==> config.mk <==
export PLATFORM = sky130hd
export DESIGN_NAME = grid_line_path_walker_top
export DESIGN_NICKNAME = d
export VERILOG_FILES = /design/src/hw/rtl/glpw_pkg.sv /design/src/hw/rtl/grid_line_path_walker_top.sv
export VERILOG_INCLUDE_DIRS = /design/src /design/src/hw/rtl
export SDC_FILE = /design/constraint.sdc
export NUM_CORES = 1
export LEC_CHECK = 0
export ABC_AREA = 1
export BUFFER_PORTS_ARGS = -buffer_cell sky130_fd_sc_hd__buf_2
export CAP_MARGIN = 20
export CORE_UTILIZATION = 40
export CTS_BUF_LIST = sky130_fd_sc_hd__clkbuf_8
export CTS_CLUSTER_SIZE = 40
export DETAILED_ROUTE_END_ITERATION = 8
export SKIP_CTS_REPAIR_TIMING = 1
export SYNTH_ARGS = -nofsm -noshare
export SYNTH_HDL_FRONTEND = slang
export SYNTH_SLANG_ARGS = --single-unit
export TNS_END_PERCENT = 1
==> constraint.sdc <==
create_clock -name i_clk -period 3 [get_ports i_clk]
set_input_delay 0.3 -clock i_clk [delete_from_list [all_inputs] [get_ports i_clk]]
set_output_delay 0.3 -clock i_clk [all_outputs]
set_load 0.01 [all_outputs]
==> src/hw/rtl/assert_macros.svh <==
// Assertion macros used by the RTL top of the grid line walker.
`ifndef ASSERT_MACROS_SVH
`define ASSERT_MACROS_SVH
`ifndef SYNTHESIS
`define ASSERT_PROP(lbl, clk, rst_n, prop, msg) \
    lbl: assert property (@(posedge clk) disable iff (!rst_n) prop) else $error(msg);
`define ASSERT_NEVER(lbl, clk, rst_n, expr, msg) \
    lbl: assert property (@(posedge clk) disable iff (!rst_n) !(expr)) else $error(msg);
`else
`define ASSERT_PROP(lbl, clk, rst_n, prop, msg)
`define ASSERT_NEVER(lbl, clk, rst_n, expr, msg)
`endif
`endif

==> src/hw/rtl/glpw_pkg.sv <==
// Types and constants of the grid line walker.
package glpw_pkg;

    localparam int COORD_W = 5;
    localparam int MAG_W   = COORD_W + 1;
    localparam int PROD_W  = 12;
    localparam int CNT_W   = 6;

    typedef logic [COORD_W-1:0] t_coord;
    typedef logic [MAG_W-1:0]   t_mag;
    typedef logic [PROD_W-1:0]  t_prod;
    typedef logic [CNT_W-1:0]   t_cnt;

    typedef enum logic [2:0] {
        ST_IDLE  = 3'b001,
        ST_SETUP = 3'b010,
        ST_WALK  = 3'b100
    } t_state;

endpackage

==> src/hw/rtl/grid_line_path_walker_top.sv <==
// Grid line walker: emits every grid cell crossed by a line from start to end.
// A request is registered, set up in ST_SETUP, then walked out through the output register.
// Throughput: one cell per cycle while i_ready is high, from one shared compare/accumulate
// step; a new request is taken only once the walk has ended, cells <= |dx| + |dy| + 1.
// Synchronous active-low reset returns the sequencer to idle with no output pending.
`include "assert_macros.svh"

module grid_line_path_walker_top #(
    parameter int GRID_SIZE = 32
) (
    input  logic              i_clk,
    input  logic              i_rst_n,
    input  logic              i_valid,
    output logic              o_ready,
    input  glpw_pkg::t_coord  i_start_x,
    input  glpw_pkg::t_coord  i_start_y,
    input  glpw_pkg::t_coord  i_end_x,
    input  glpw_pkg::t_coord  i_end_y,
    output logic              o_valid,
    input  logic              i_ready,
    output glpw_pkg::t_coord  o_cell_x,
    output glpw_pkg::t_coord  o_cell_y,
    output logic              o_last
);
    import glpw_pkg::*;

    localparam int     MaxCells = 2 * (GRID_SIZE - 1) + 1;
    localparam t_coord CoordMax = COORD_W'(GRID_SIZE - 1);
    localparam t_cnt   CntLast  = CNT_W'(MaxCells - 1);

    function automatic t_coord clamp(input t_coord v);
        return (v > CoordMax) ? CoordMax : v;
    endfunction

    t_state r_state, n_state;
    t_coord r_px, n_px, r_py, n_py;
    t_coord r_ex, n_ex, r_ey, n_ey;
    t_coord r_lim, n_lim;
    t_mag   r_mx, n_mx, r_my, n_my;
    t_mag   r_ia, n_ia, r_ib, n_ib;
    t_prod  r_pa, n_pa, r_pb, n_pb;
    t_cnt   r_cnt, n_cnt;
    logic   r_negx, n_negx, r_negy, n_negy;
    logic   r_movx, n_movx, r_movy, n_movy;
    logic   r_zero, n_zero;
    logic   r_ovalid, n_ovalid;
    t_coord r_ocx, r_ocy;
    logic   r_olast;

    t_coord w_adx, w_ady;
    logic   w_lt, w_eq, w_mvx, w_mvy, w_fin, w_load;
    t_mag   w_nmx, w_nmy;

    always_comb begin
        w_adx = (r_ex >= r_px) ? r_ex - r_px : r_px - r_ex;
        w_ady = (r_ey >= r_py) ? r_ey - r_py : r_py - r_ey;
        // Products A = |dy|*(2|ox|+1) and B = |dx|*(2|oy|+1) are kept as
        // running sums, so each step needs only a compare and one add per moving sum.
        w_lt  = r_pa < r_pb;
        w_eq  = r_pa == r_pb;
        w_mvx = (w_lt || w_eq) && r_movx;
        w_mvy = !w_lt && r_movy;
        w_nmx = r_mx + t_mag'(w_mvx);
        w_nmy = r_my + t_mag'(w_mvy);
        w_fin = r_zero || (w_nmx > {1'b0, r_lim}) || (w_nmy > {1'b0, r_lim})
                || (r_cnt >= CntLast);
        w_load = 1'b0;

        n_state = r_state;
        n_px = r_px;  n_py = r_py;
        n_ex = r_ex;  n_ey = r_ey;
        n_lim = r_lim;
        n_mx = r_mx;  n_my = r_my;
        n_ia = r_ia;  n_ib = r_ib;
        n_pa = r_pa;  n_pb = r_pb;
        n_cnt = r_cnt;
        n_negx = r_negx;  n_negy = r_negy;
        n_movx = r_movx;  n_movy = r_movy;
        n_zero = r_zero;

        unique case (r_state)
            ST_IDLE: begin
                if (i_valid) begin
                    n_px = clamp(i_start_x);
                    n_py = clamp(i_start_y);
                    n_ex = clamp(i_end_x);
                    n_ey = clamp(i_end_y);
                    n_state = ST_SETUP;
                end
            end
            ST_SETUP: begin
                n_negx = r_ex < r_px;
                n_negy = r_ey < r_py;
                n_movx = r_ex != r_px;
                n_movy = r_ey != r_py;
                n_zero = (r_ex == r_px) && (r_ey == r_py);
                n_lim  = (w_adx > w_ady) ? w_adx : w_ady;
                n_ia   = {w_ady, 1'b0};
                n_ib   = {w_adx, 1'b0};
                n_pa   = PROD_W'(w_ady);
                n_pb   = PROD_W'(w_adx);
                n_mx   = '0;
                n_my   = '0;
                n_cnt  = '0;
                n_state = ST_WALK;
            end
            ST_WALK: begin
                if (!r_ovalid || i_ready) begin
                    w_load = 1'b1;
                    n_mx = w_nmx;
                    n_my = w_nmy;
                    n_cnt = r_cnt + t_cnt'(1);
                    if (w_mvx) begin
                        n_pa = r_pa + PROD_W'(r_ia);
                        n_px = r_negx ? r_px - t_coord'(1) : r_px + t_coord'(1);
                    end
                    if (w_mvy) begin
                        n_pb = r_pb + PROD_W'(r_ib);
                        n_py = r_negy ? r_py - t_coord'(1) : r_py + t_coord'(1);
                    end
                    if (w_fin) begin
                        n_state = ST_IDLE;
                    end
                end
            end
            default: begin
                n_state = ST_IDLE;
            end
        endcase

        if (w_load) begin
            n_ovalid = 1'b1;
        end else if (i_ready) begin
            n_ovalid = 1'b0;
        end else begin
            n_ovalid = r_ovalid;
        end
    end

    always_ff @(posedge i_clk) begin
        if (!i_rst_n) begin
            r_state  <= ST_IDLE;
            r_ovalid <= 1'b0;
        end else begin
            r_state  <= n_state;
            r_ovalid <= n_ovalid;
        end
    end

    always_ff @(posedge i_clk) begin
        r_px <= n_px;  r_py <= n_py;
        r_ex <= n_ex;  r_ey <= n_ey;
        r_lim <= n_lim;
        r_mx <= n_mx;  r_my <= n_my;
        r_ia <= n_ia;  r_ib <= n_ib;
        r_pa <= n_pa;  r_pb <= n_pb;
        r_cnt <= n_cnt;
        r_negx <= n_negx;  r_negy <= n_negy;
        r_movx <= n_movx;  r_movy <= n_movy;
        r_zero <= n_zero;
        if (w_load) begin
            r_ocx   <= r_px;
            r_ocy   <= r_py;
            r_olast <= w_fin;
        end
    end

    assign o_ready  = (r_state == ST_IDLE);
    assign o_valid  = r_ovalid;
    assign o_cell_x = r_ocx;
    assign o_cell_y = r_ocy;
    assign o_last   = r_olast;

    `ASSERT_PROP(a_offset_in_limit, i_clk, i_rst_n, (r_state == ST_WALK) |-> (r_mx <= {1'b0, r_lim} && r_my <= {1'b0, r_lim}), "offset passed the limit while walking")
    `ASSERT_PROP(a_accept_to_setup, i_clk, i_rst_n, (i_valid && o_ready) |=> (r_state == ST_SETUP), "accepted request did not start setup")
    `ASSERT_NEVER(a_count_bound, i_clk, i_rst_n, (r_state == ST_WALK) && (r_cnt > CntLast), "cell count passed the path bound")
    `ASSERT_NEVER(a_zero_single, i_clk, i_rst_n, (r_state == ST_WALK) && r_zero && (r_cnt != '0), "same-cell request emitted more than one word")

endmodule

==> impl_metrics.json, run 1 <==
{
  "outcome": "finished, violations left",
  "violations": "setup timing",
  "instances_no_fill": 984,
  "row_count": 45,
  "grt_pass1_vias": 4756,
  "die_w_um": 126.9,
  "end_kind": "flop",
  "yosysSeqAreaShare_pct": 46.07,
  "met2_usage_pct": 30.12,
  "cp.required_ns": 3.27,
  "cts_made_buffers": 9,
  "synth_cell_type_count": 39,
  "rr_startpoint": "r_pa[11]",
  "routed_wl_um": 12880,
  "dr_total_vias": 4716,
  "firstDrtPassIters": 4,
  "r2r_slack_ns": -0.25,
  "nFillCells": 1419,
  "maxSlewHeadroom_pct": 44.05,
  "gp_congestion": 0.8565,
  "synthCells": 688,
  "multi_input_area_mm2": 0.002967,
  "drcViolationCount": 0,
  "io_pins": 37,
  "min_period_ns": 3.245,
  "htree_levels": 3,
  "min_to": "r_ex[1]",
  "avgSynthCellArea_um2": 9.064,
  "grt_pass1_wl_um": 21540,
  "ff2ff_path_depth": 23,
  "cp_max_fo": 3,
  "fin_nets": 890,
  "clock_latency_ns": 0.37,
  "grt_setup_unrepaired": "yes",
  "drv_slew": 0,
  "drive_gt1_share_pct": 21.61,
  "antenna_left": 0,
  "cts_tree": "yes",
  "worst_slew_pin_slew_ns": 0.8384,
  "hold_depth": 1,
  "p_per_area_mw_per_mm2": 599.6,
  "synth_nets": 787,
  "cts_sinks": 97,
  "root_buffer": "clkbuf_8",
  "wire_per_inst_um": 13.09,
  "yosysWarnings": 0,
  "fin_skew_ns": 0.01101,
  "irDropWorstVdd_mv": 0.3920,
  "start_kind": "flop",
  "coreArea_mm2": 0.01520,
  "hold_path.class": "primary input to flop",
  "cp.arrival_ns": 3.51,
  "drv_cap": 0,
  "clkTransAtPathRegs_ns": 0.10,
  "final-hold-violation-count": 0,
  "dpl.cell_count": 966,
  "gr-usage-met1_pct": 20.39,
  "syn_area_mm2": 0.006236,
  "r2r_end": "r_state[0]",
  "clk_path_buf_depth": 2,
  "leakage_nw": 3.537,
  "diodes": 0,
  "antenna_found_initial": 0,
  "grt_max_degree": 59,
  "fmax_ghz": 0.3081,
  "vias_per_cell": 4.793,
  "min-delay-start": "i_end_x[1]",
  "setup_slack_ns": -0.2454,
  "setup_viol": 3,
  "grt_util_met3_pct": 2.531,
  "crit_type": "flop to flop",
  "seqCellArea_mm2": 0.002873,
  "grt_usage_pct": 17.04,
  "syn_to_final_growth_pct": 19.66,
  "dieHeight_um": 126.9,
  "grt_overflow": 0,
  "drt_iter0_drc": 184,
  "dp_hpwl_um": 9616,
  "post-route-util_pct": 49.09,
  "initial_utilization_pct": 41.02,
  "port_buffers": 36,
  "busiest_layer": "met2",
  "dpl_worst_slack_ns": -0.3158,
  "finalCritPeriodShare_pct": 108.2,
  "hold_slack_ns": 0.09231,
  "ys_ff_latch": 97,
  "die-area_mm2": 0.01609
}
==> how the worst max path moves through the flow <==
| stage | from | endpoint | depth (start not counted) |
|---|---|---|---|
| floorplan | r_pb[6] | r_state[0] | 24 |
| global placement | r_pa[11] | r_state[0] | 23 |
| detailed placement | r_pa[11] | r_state[0] | 23 |
| CTS | r_pa[11] | r_state[0] | 23 |
| global route | r_pb[8] | r_state[0] | 24 |
| finish | r_pa[11] | r_state[0] | 23 |
==> critical path, cell delays in order, from the launching register on <==
cell and delay [ns]:
edfxtp_1 0.44, ha_4 0.30, nand4_1 0.15, nor3_2 0.24, nand2_1 0.09, nand3_2 0.08, nand2_2 0.05, nand2_2 0.08
inv_2 0.04, ha_4 0.16, ha_4 0.15, nand2_2 0.06, inv_2 0.04, buf_4 0.12, nor2_2 0.08, ha_1 0.26
a21oi_1 0.14, nand2_1 0.06, nand2_1 0.05, nand2_1 0.06, a21oi_2 0.15, nand4_1 0.13, nand3b_1 0.12, nand2_1 0.06
==> power breakdown <==
group,internal [W],leakage [nW],switching (W)
logic,0.000801,2.54,0.00107
registers,0.00171,0.891,0.0000569
clock network,0.000375,0.103,0.000466
total,0.00288,3.54,0.00159
==> metal layers <==
layer  vias up  wire [um]
li1       2454          -
met1      2159       5858
met2        78       6380
met3        25        302
met4         0        343
met5         -          0
==> per-stage QoR <==
step	cell area, um^2	TNS (ns)	total power [W]
after floorplan	6245	0	0.002970
after global placement	7127	-0.5044	0.003591
after detailed placement	7127	-0.9072	0.003628
after CTS	7310	-1.127	0.004472
after global routing	7462	-2.339	0.004809
final	7462	-0.6127	0.004474
==> synth_stat cells, drive strengths merged <==
cell / count / share of area (%)
xnor2: 11 / 1.5
and2: 1 / 0.10
or2: 1 / 0.10
a21o: 1 / 0.12
nand4: 12 / 1.2
buf: 5 / 0.62
nand2: 158 / 9.8
a21oi: 41 / 3.8
o21a: 1 / 0.12
a211oi: 3 / 0.36
o21ai: 35 / 2.9
or3: 1 / 0.10
inv: 116 / 7.0
a31oi: 2 / 0.20
clkbuf: 17 / 1.0
fa: 8 / 2.6
dfxtp: 4 / 1.3
nor3: 7 / 0.64
nand3b: 2 / 0.24
xor2: 14 / 2.0
ha: 67 / 13
o211ai: 1 / 0.12
clkinv: 1 / 0.060
nand3: 31 / 2.5
nor2: 54 / 3.3
edfxtp: 93 / 45
nor3b: 1 / 0.12
==> cell usage in the layout, fill, tap and decap left out, types with 4 or more instances in the layout <==
cell	n
a21oi_1	36
buf_2	36
buf_4	78
clkbuf_8	9
dfxtp_1	4
edfxtp_1	93
fa_1	8
ha_1	58
ha_4	7
inv_1	111
inv_2	8
nand2_1	145
nand2_2	12
nand3_1	30
nand4_1	12
nor2_1	52
nor3_1	5
o21ai_0	31
xnor2_1	11
xor2_1	12
==> kinds of logic after synthesis <==
kind of cell | after synthesis | share of synthesized area, %
adders and majority gates | 75 | 16.01
DFF | 97 | 46.07
AOI/OAI and AO/OA | 84 | 7.624
buffers and inverters | 139 | 8.708
xor gates and xnor gates | 25 | 3.511
and+or+nand+nor | 268 | 18.08
==> cell type report <==
cell class / count / share of cell area (%)
Sequential cell: 97 / 38.50
Timing Repair Buffer: 114 / 10.26
Clock buffer: 9 / 1.660
Inverter: 117 / 5.885
Multi-Input combinational cell: 452 / 39.76
Tap cell: 188 / 3.152
Clock inverter: 7 / 0.7881
==> registers in the layout, indices dropped and copies added (netlist names), 3 cells and up <==
signal	count
r_pb	12
r_state	3
r_ex	5
r_ib	5
r_ia	5
r_my	6
o_cell_x	5
r_mx	6
o_cell_y	5
r_lim	5
r_px	5
r_pa	12
r_py	5
r_ey	5
r_cnt	6
(Power assumes the default switching activity.)
==> run 2, diff against run 1 <==
- REMOVE_ABC_BUFFERS: not set -> 1
==> impl_metrics.json, run 2 (same netlist as run 1, synthesis figures left out) <==
{
  "outcome": "finished, violations left",
  "violations": "setup timing",
  "root_buffer": "clkbuf_8",
  "setup_slack_ns": -0.2834,
  "grt_pass1_wl_um": 21890,
  "hold_path.class": "primary input to flop",
  "leakage_nw": 3.603,
  "coreArea_mm2": 0.01520,
  "rr_startpoint": "r_pa[11]",
  "cp.arrival_ns": 3.57,
  "p_per_area_mw_per_mm2": 629.3,
  "r2r_slack_ns": -0.28,
  "fin_skew_ns": 0.009790,
  "final_cell_mix": "145 x nand2_1, 103 x inv_1, 93 x edfxtp_1",
  "dieHeight_um": 126.9,
  "end_kind": "flop",
  "antenna_left": 0,
  "min-delay-start": "i_end_y[1]",
  "diodes": 0,
  "setup_viol": 3,
  "clkTransAtPathRegs_ns": 0.10,
  "clk_path_buf_depth": 2,
  "cp.required_ns": 3.28,
  "ff2ff_path_depth": 23,
  "hold_slack_ns": 0.08654,
  "wire_per_inst_um": 13.44,
  "switching_share_pct": 34.51,
  "final_common_cell": "nand2_1",
  "drv_cap": 0,
  "min_period_ns": 3.283,
  "crit_end": "r_state[0]",
  "instances_no_fill": 995,
  "grt_pass1_vias": 4775,
  "crit_type": "flop to flop",
  "fmax_ghz": 0.3046,
  "grt_max_degree": 45,
  "htree_levels": 3,
  "pwr-share-clk_pct": 22.1,
  "syn_to_final_growth_pct": 22.83,
  "routed_wl_um": 13380,
  "port_buffers": 36,
  "drcViolationCount": 0,
  "io_pins": 37,
  "irDropWorstVdd_mv": 0.3481,
  "cts_made_buffers": 9,
  "drt_iter0_drc": 157,
  "power.switching_w": 0.001663,
  "antenna_found_initial": 0,
  "nFillCells": 1418,
  "grt_usage_pct": 17.37,
  "dpl.cell_count": 973,
  "worst_slew_pin_slew_ns": 0.8609,
  "grt_setup_unrepaired": "yes",
  "start_kind": "flop",
  "clock_latency_ns": 0.38,
  "maxSlewHeadroom_pct": 42.54,
  "dp_hpwl_um": 9989,
  "gp_congestion": 0.8464,
  "crit_start": "r_pa[11]",
  "grt_overflow": 0,
  "fin_tns_setup_ns": -0.7335,
  "r2r_end": "r_state[0]",
  "p_comb_share_pct": 41.2,
  "fin_nets": 901,
  "dr_total_vias": 4804,
  "cp_common_cell": "nand2_1",
  "finalCritPeriodShare_pct": 109.4,
  "drv_slew": 0,
  "critPathMaxStageDelay_ns": 0.44,
  "vias_per_cell": 4.828,
  "firstDrtPassIters": 4,
  "die-area_mm2": 0.01609,
  "pwr-share-seq_pct": 36.7,
  "reg_top3": "r_pa: 12 flops, r_pb: 12 flops",
  "final-hold-violation-count": 0,
  "initial_utilization_pct": 41.02,
  "crit_slowest_cell": "edfxtp_1",
  "die_w_um": 126.9,
  "worstPathCellList": "ha_4 -> nand4_1 -> nor3_2 -> nand2_1 -> nand3_2 -> nand2_2 -> nand2_2 -> inv_2 -> ha_4 -> ha_4 -> nand2_2 -> inv_2 -> buf_4 -> nor2_2 -> ha_1 -> a21oi_1 -> nand2_1 -> nand2_1 -> nand2_1 -> a21oi_2 -> nand4_1 -> nand3b_1 -> nand2_1",
  "internal_power_w": 0.003157,
  "cts_sinks": 97,
  "cp_max_fo": 3,
  "drive_gt1_share_pct": 24.41,
  "cts_tree": "yes",
  "row_count": 45
}
[run 2: changes by cell type in the layout (fill, tap and decap cells not counted), sizes merged]
cell,before,now
clkinv,3,1
clkbuf,9,10
inv,119,117
clkinvlp,1,2
buf,114,125
bufinv,1,3
[run 2: area by class of cell]
type / instances / area, um^2 / area share [%]
clock inverter: 6 / 113.9 / 1.486
sequential: 97 / 2873 / 37.50
timing repair buffer: 125 / 848.3 / 11.07
clock buffer: 10 / 137.6 / 1.797
multi-input combinational: 452 / 3013 / 39.33
inverter: 117 / 439.2 / 5.733
tap: 188 / 235.2 / 3.071
[run 2: worst min path at each step]
stage / cells after the start / endpoint / slack, ns
2_1_floorplan: 0 / r_ex[0] / 0.40
3_3_place_gp: 1 / r_ex[4] / 0.48
3_5_place_dp: 1 / r_ex[4] / 0.48
4_1_cts: 1 / r_ey[1] / 0.06
5_1_grt: 1 / r_ey[1] / 0.07
6_report: 1 / r_ey[1] / 0.09
[run 2: routing by layer]
| metal | vias to the layer above | GRT usage (%) | wire, um |
|---|---|---|---|
| met4 | 0 | 7.843 | 291 |
| li1 | 2480 | - | - |
| met5 | - | 0 | 0 |
| met3 | 22 | 2.404 | 354 |
| met2 | 63 | 30.16 | 6698 |
| met1 | 2239 | 21.47 | 6032 |
[run 2: critical path, delay by kind of cell, from the launching register on]
family / cells / cell delay (ns)
compound gates: 2 / 0.32
fa+ha+maj: 4 / 0.88
buf+inv: 3 / 0.20
flops: 1 / 0.44
simple gates: 14 / 1.33
[run 2: power groups by stage]
stage | logic (W) | clock network [W] | registers [W]
after floorplan | 0.00115 | 0 | 0.00179
after global placement | 0.00182 | 0 | 0.00179
after detailed placement | 0.00188 | 0 | 0.00179
after CTS | 0.00189 | 0.00110 | 0.00176
after global routing | 0.00223 | 0.00114 | 0.00178
final | 0.00199 | 0.00106 | 0.00177
[run 2: through the flow]
| step | cell area, um^2 | setup WS [ns] | total power (W) | utilization, % |
|---|---|---|---|---|
| finish | 7660 | -0.2834 | 0.004820 | 50.39 |
| global route | 7660 | -0.5233 | 0.005159 | 50.39 |
| CTS | 7422 | -0.4457 | 0.004753 | 48.82 |
| detailed placement | 7171 | -0.4178 | 0.003672 | 47.17 |
| global placement | 7171 | -0.2456 | 0.003610 | 47.17 |
| floorplan | 6132 | -0.7264 | 0.002943 | - |
==> run 3, diff against run 2 <==
- CELL_PAD_IN_SITES_DETAIL_PLACEMENT: not set -> 1
- CELL_PAD_IN_SITES_GLOBAL_PLACEMENT: not set -> 1
- PLACE_DENSITY_LB_ADDON: not set -> 0.1
==> impl_metrics.json, run 3 (same netlist as run 1, synthesis figures left out) <==
{
  "pwr-share-clk_pct": 20.4,
  "routed_wl_um": 15510,
  "p_comb_share_pct": 42.5,
  "worst_slew_pin_slew_ns": 0.8577,
  "reg_top3": "r_pa: 12 flops, r_pb: 12 flops",
  "finalCritPeriodShare_pct": 110.5,
  "drv_slew": 0,
  "dr_total_vias": 4862,
  "leakage_nw": 3.641,
  "placed_area_mm2": 0.007231,
  "dieHeight_um": 126.9,
  "outcome": "finished, violations left",
  "drv_cap": 0,
  "coreArea_mm2": 0.01520,
  "violations": "setup timing",
  "grt_setup_unrepaired": "yes",
  "end_kind": "flop",
  "fin_area_mm2": 0.007680,
  "power.switching_w": 0.001715,
  "clock_latency_ns": 0.39,
  "met2_length_um": 8327,
  "final_common_cell": "nand2_1",
  "fin_nets": 910,
  "instances_no_fill": 1004,
  "fin_skew_ns": 0.01344,
  "io_pins": 37,
  "dpl.cell_count": 981,
  "htree_levels": 3,
  "port_buffers": 36,
  "hold_slack_ns": 0.08630,
  "initial_utilization_pct": 41.02,
  "drcViolationCount": 0,
  "cts_tree": "yes",
  "grt_pass1_vias": 5310,
  "fmax_ghz": 0.3016,
  "cp.required_ns": 3.28,
  "route.met3.wl_um": 292,
  "wire_per_inst_um": 15.44,
  "diodes": 0,
  "path_buf_inv": 4,
  "dp_hpwl_um": 11850,
  "grt_max_degree": 38,
  "syn_to_final_growth_pct": 23.15,
  "start_kind": "flop",
  "p_per_area_mw_per_mm2": 621.1,
  "pwr-share-seq_pct": 37.0,
  "nFillCells": 1779,
  "final-hold-violation-count": 0,
  "antenna_left": 0,
  "row_count": 45,
  "grt_usage_pct": 20.19,
  "p_total_w": 0.004770,
  "drive_gt1_share_pct": 24.75,
  "die_w_um": 126.9,
  "cpLargestDelayFamily": "simple AND/OR/NAND/NOR gates",
  "min_period_ns": 3.316,
  "gp_congestion": 0.8123,
  "cp.arrival_ns": 3.60,
  "clkTransAtPathRegs_ns": 0.10,
  "vias_per_cell": 4.843,
  "setup_viol": 3,
  "crit_slowest_cell": "edfxtp_1",
  "die-area_mm2": 0.01609,
  "cp_max_fo": 3,
  "cts_sinks": 97,
  "cp_common_cell": "nand2_1",
  "cts_made_buffers": 9,
  "maxSlewHeadroom_pct": 42.76,
  "setup_slack_ns": -0.3158,
  "crit_type": "flop to flop",
  "grt_overflow": 0,
  "drt_iter0_drc": 202,
  "root_buffer": "clkbuf_8",
  "critPathMaxStageDelay_ns": 0.45,
  "post-route-util_pct": 50.52,
  "switching_share_pct": 35.94,
  "antenna_found_initial": 0,
  "irDropWorstVdd_mv": 0.3189,
  "clk_path_buf_depth": 2,
  "internal_power_w": 0.003056,
  "hold_path.class": "primary input to flop",
  "worstPathCellList": "ha_4 -> nand4_1 -> nor3_2 -> nand2_1 -> nand3_2 -> nand2_1 -> nand2_2 -> inv_2 -> ha_4 -> ha_4 -> nand2_2 -> inv_2 -> buf_4 -> buf_6 -> nor2_4 -> ha_4 -> a21oi_4 -> nand2_1 -> nand2_1 -> nand2_1 -> a21oi_2 -> nand4_1 -> nand3b_1 -> nand2_1",
  "firstDrtPassIters": 4,
  "highest_layer": "met4",
  "final_cell_mix": "148 x nand2_1, 106 x inv_1, 97 x buf_4",
  "grt_pass1_wl_um": 25100,
  "wl_met1_um": 6753
}
run 3: changes by cell type in the layout (fill, tap and decap cells not counted), moves of 3 or more:
cell	before	now
nand2_1	145	148
nand2_2	12	9
inv_2	13	9
nor2_1	52	49
buf_4	89	97
inv_1	103	106
run 3: area by class of cell:
cell class                 count  area, um^2  share of cell area (%)
multi-input combinational    452        2994                   38.99
sequential                    97        2873                   37.41
timing repair buffer         134       919.6                   11.97
inverter                     117       439.2                   5.718
tap                          188       235.2                   3.063
clock buffer                   9       123.9                   1.613
clock inverter                 7       95.09                   1.238
run 3: power by group through the flow:
stage | registers [W] | clock network [W] | logic (W)
2_1_floorplan | 0.00179 | 0 | 0.00115
3_3_place_gp | 0.00179 | 0 | 0.00191
5_1_grt | 0.00178 | 0.00106 | 0.00230
4_1_cts | 0.00176 | 0.00101 | 0.00202
3_5_place_dp | 0.00179 | 0 | 0.00201
6_report | 0.00177 | 0.000975 | 0.00203
run 3: metal layers:
metal | global-route usage (%) | vias up
li1 | - | 2488
met1 | 23.79 | 2321
met2 | 37.94 | 43
met3 | 3.163 | 10
met4 | 5.252 | 0
met5 | 0 | -
run 3: worst register-to-register path: stages (launching register included):
cell      delay [ns]
edfxtp_1        0.45
ha_4            0.30
nand4_1         0.14
nor3_2          0.22
nand2_1         0.09
nand3_2         0.08
nand2_1         0.07
nand2_2         0.07
inv_2           0.04
ha_4            0.16
ha_4            0.16
nand2_2         0.07
inv_2           0.04
buf_4           0.12
buf_6           0.11
nor2_4          0.09
ha_4            0.23
a21oi_4         0.12
nand2_1         0.06
nand2_1         0.06
nand2_1         0.06
a21oi_2         0.15
nand4_1         0.14
nand3b_1        0.13
nand2_1         0.05
run 3: through the flow:
stage	setup TNS, ns	setup WS, ns
global placement	-0.7108	-0.2576
finish	-0.8407	-0.3158
global route	-2.473	-0.5369
CTS	-1.727	-0.4736
detailed placement	-1.596	-0.4613
floorplan	-13.20	-0.7264
run 3: worst paths after layout:
path	from	endpoint	slack [ns]	depth (start not counted)
hold reg to reg	r_px[4]	o_cell_x[4]	0.53	0
setup / recovery	r_pa[11]	r_state[0]	-0.32	24
hold / removal	i_end_y[4]	r_ey[4]	0.09	1
setup reg to reg	r_pa[11]	r_state[0]	-0.32	24
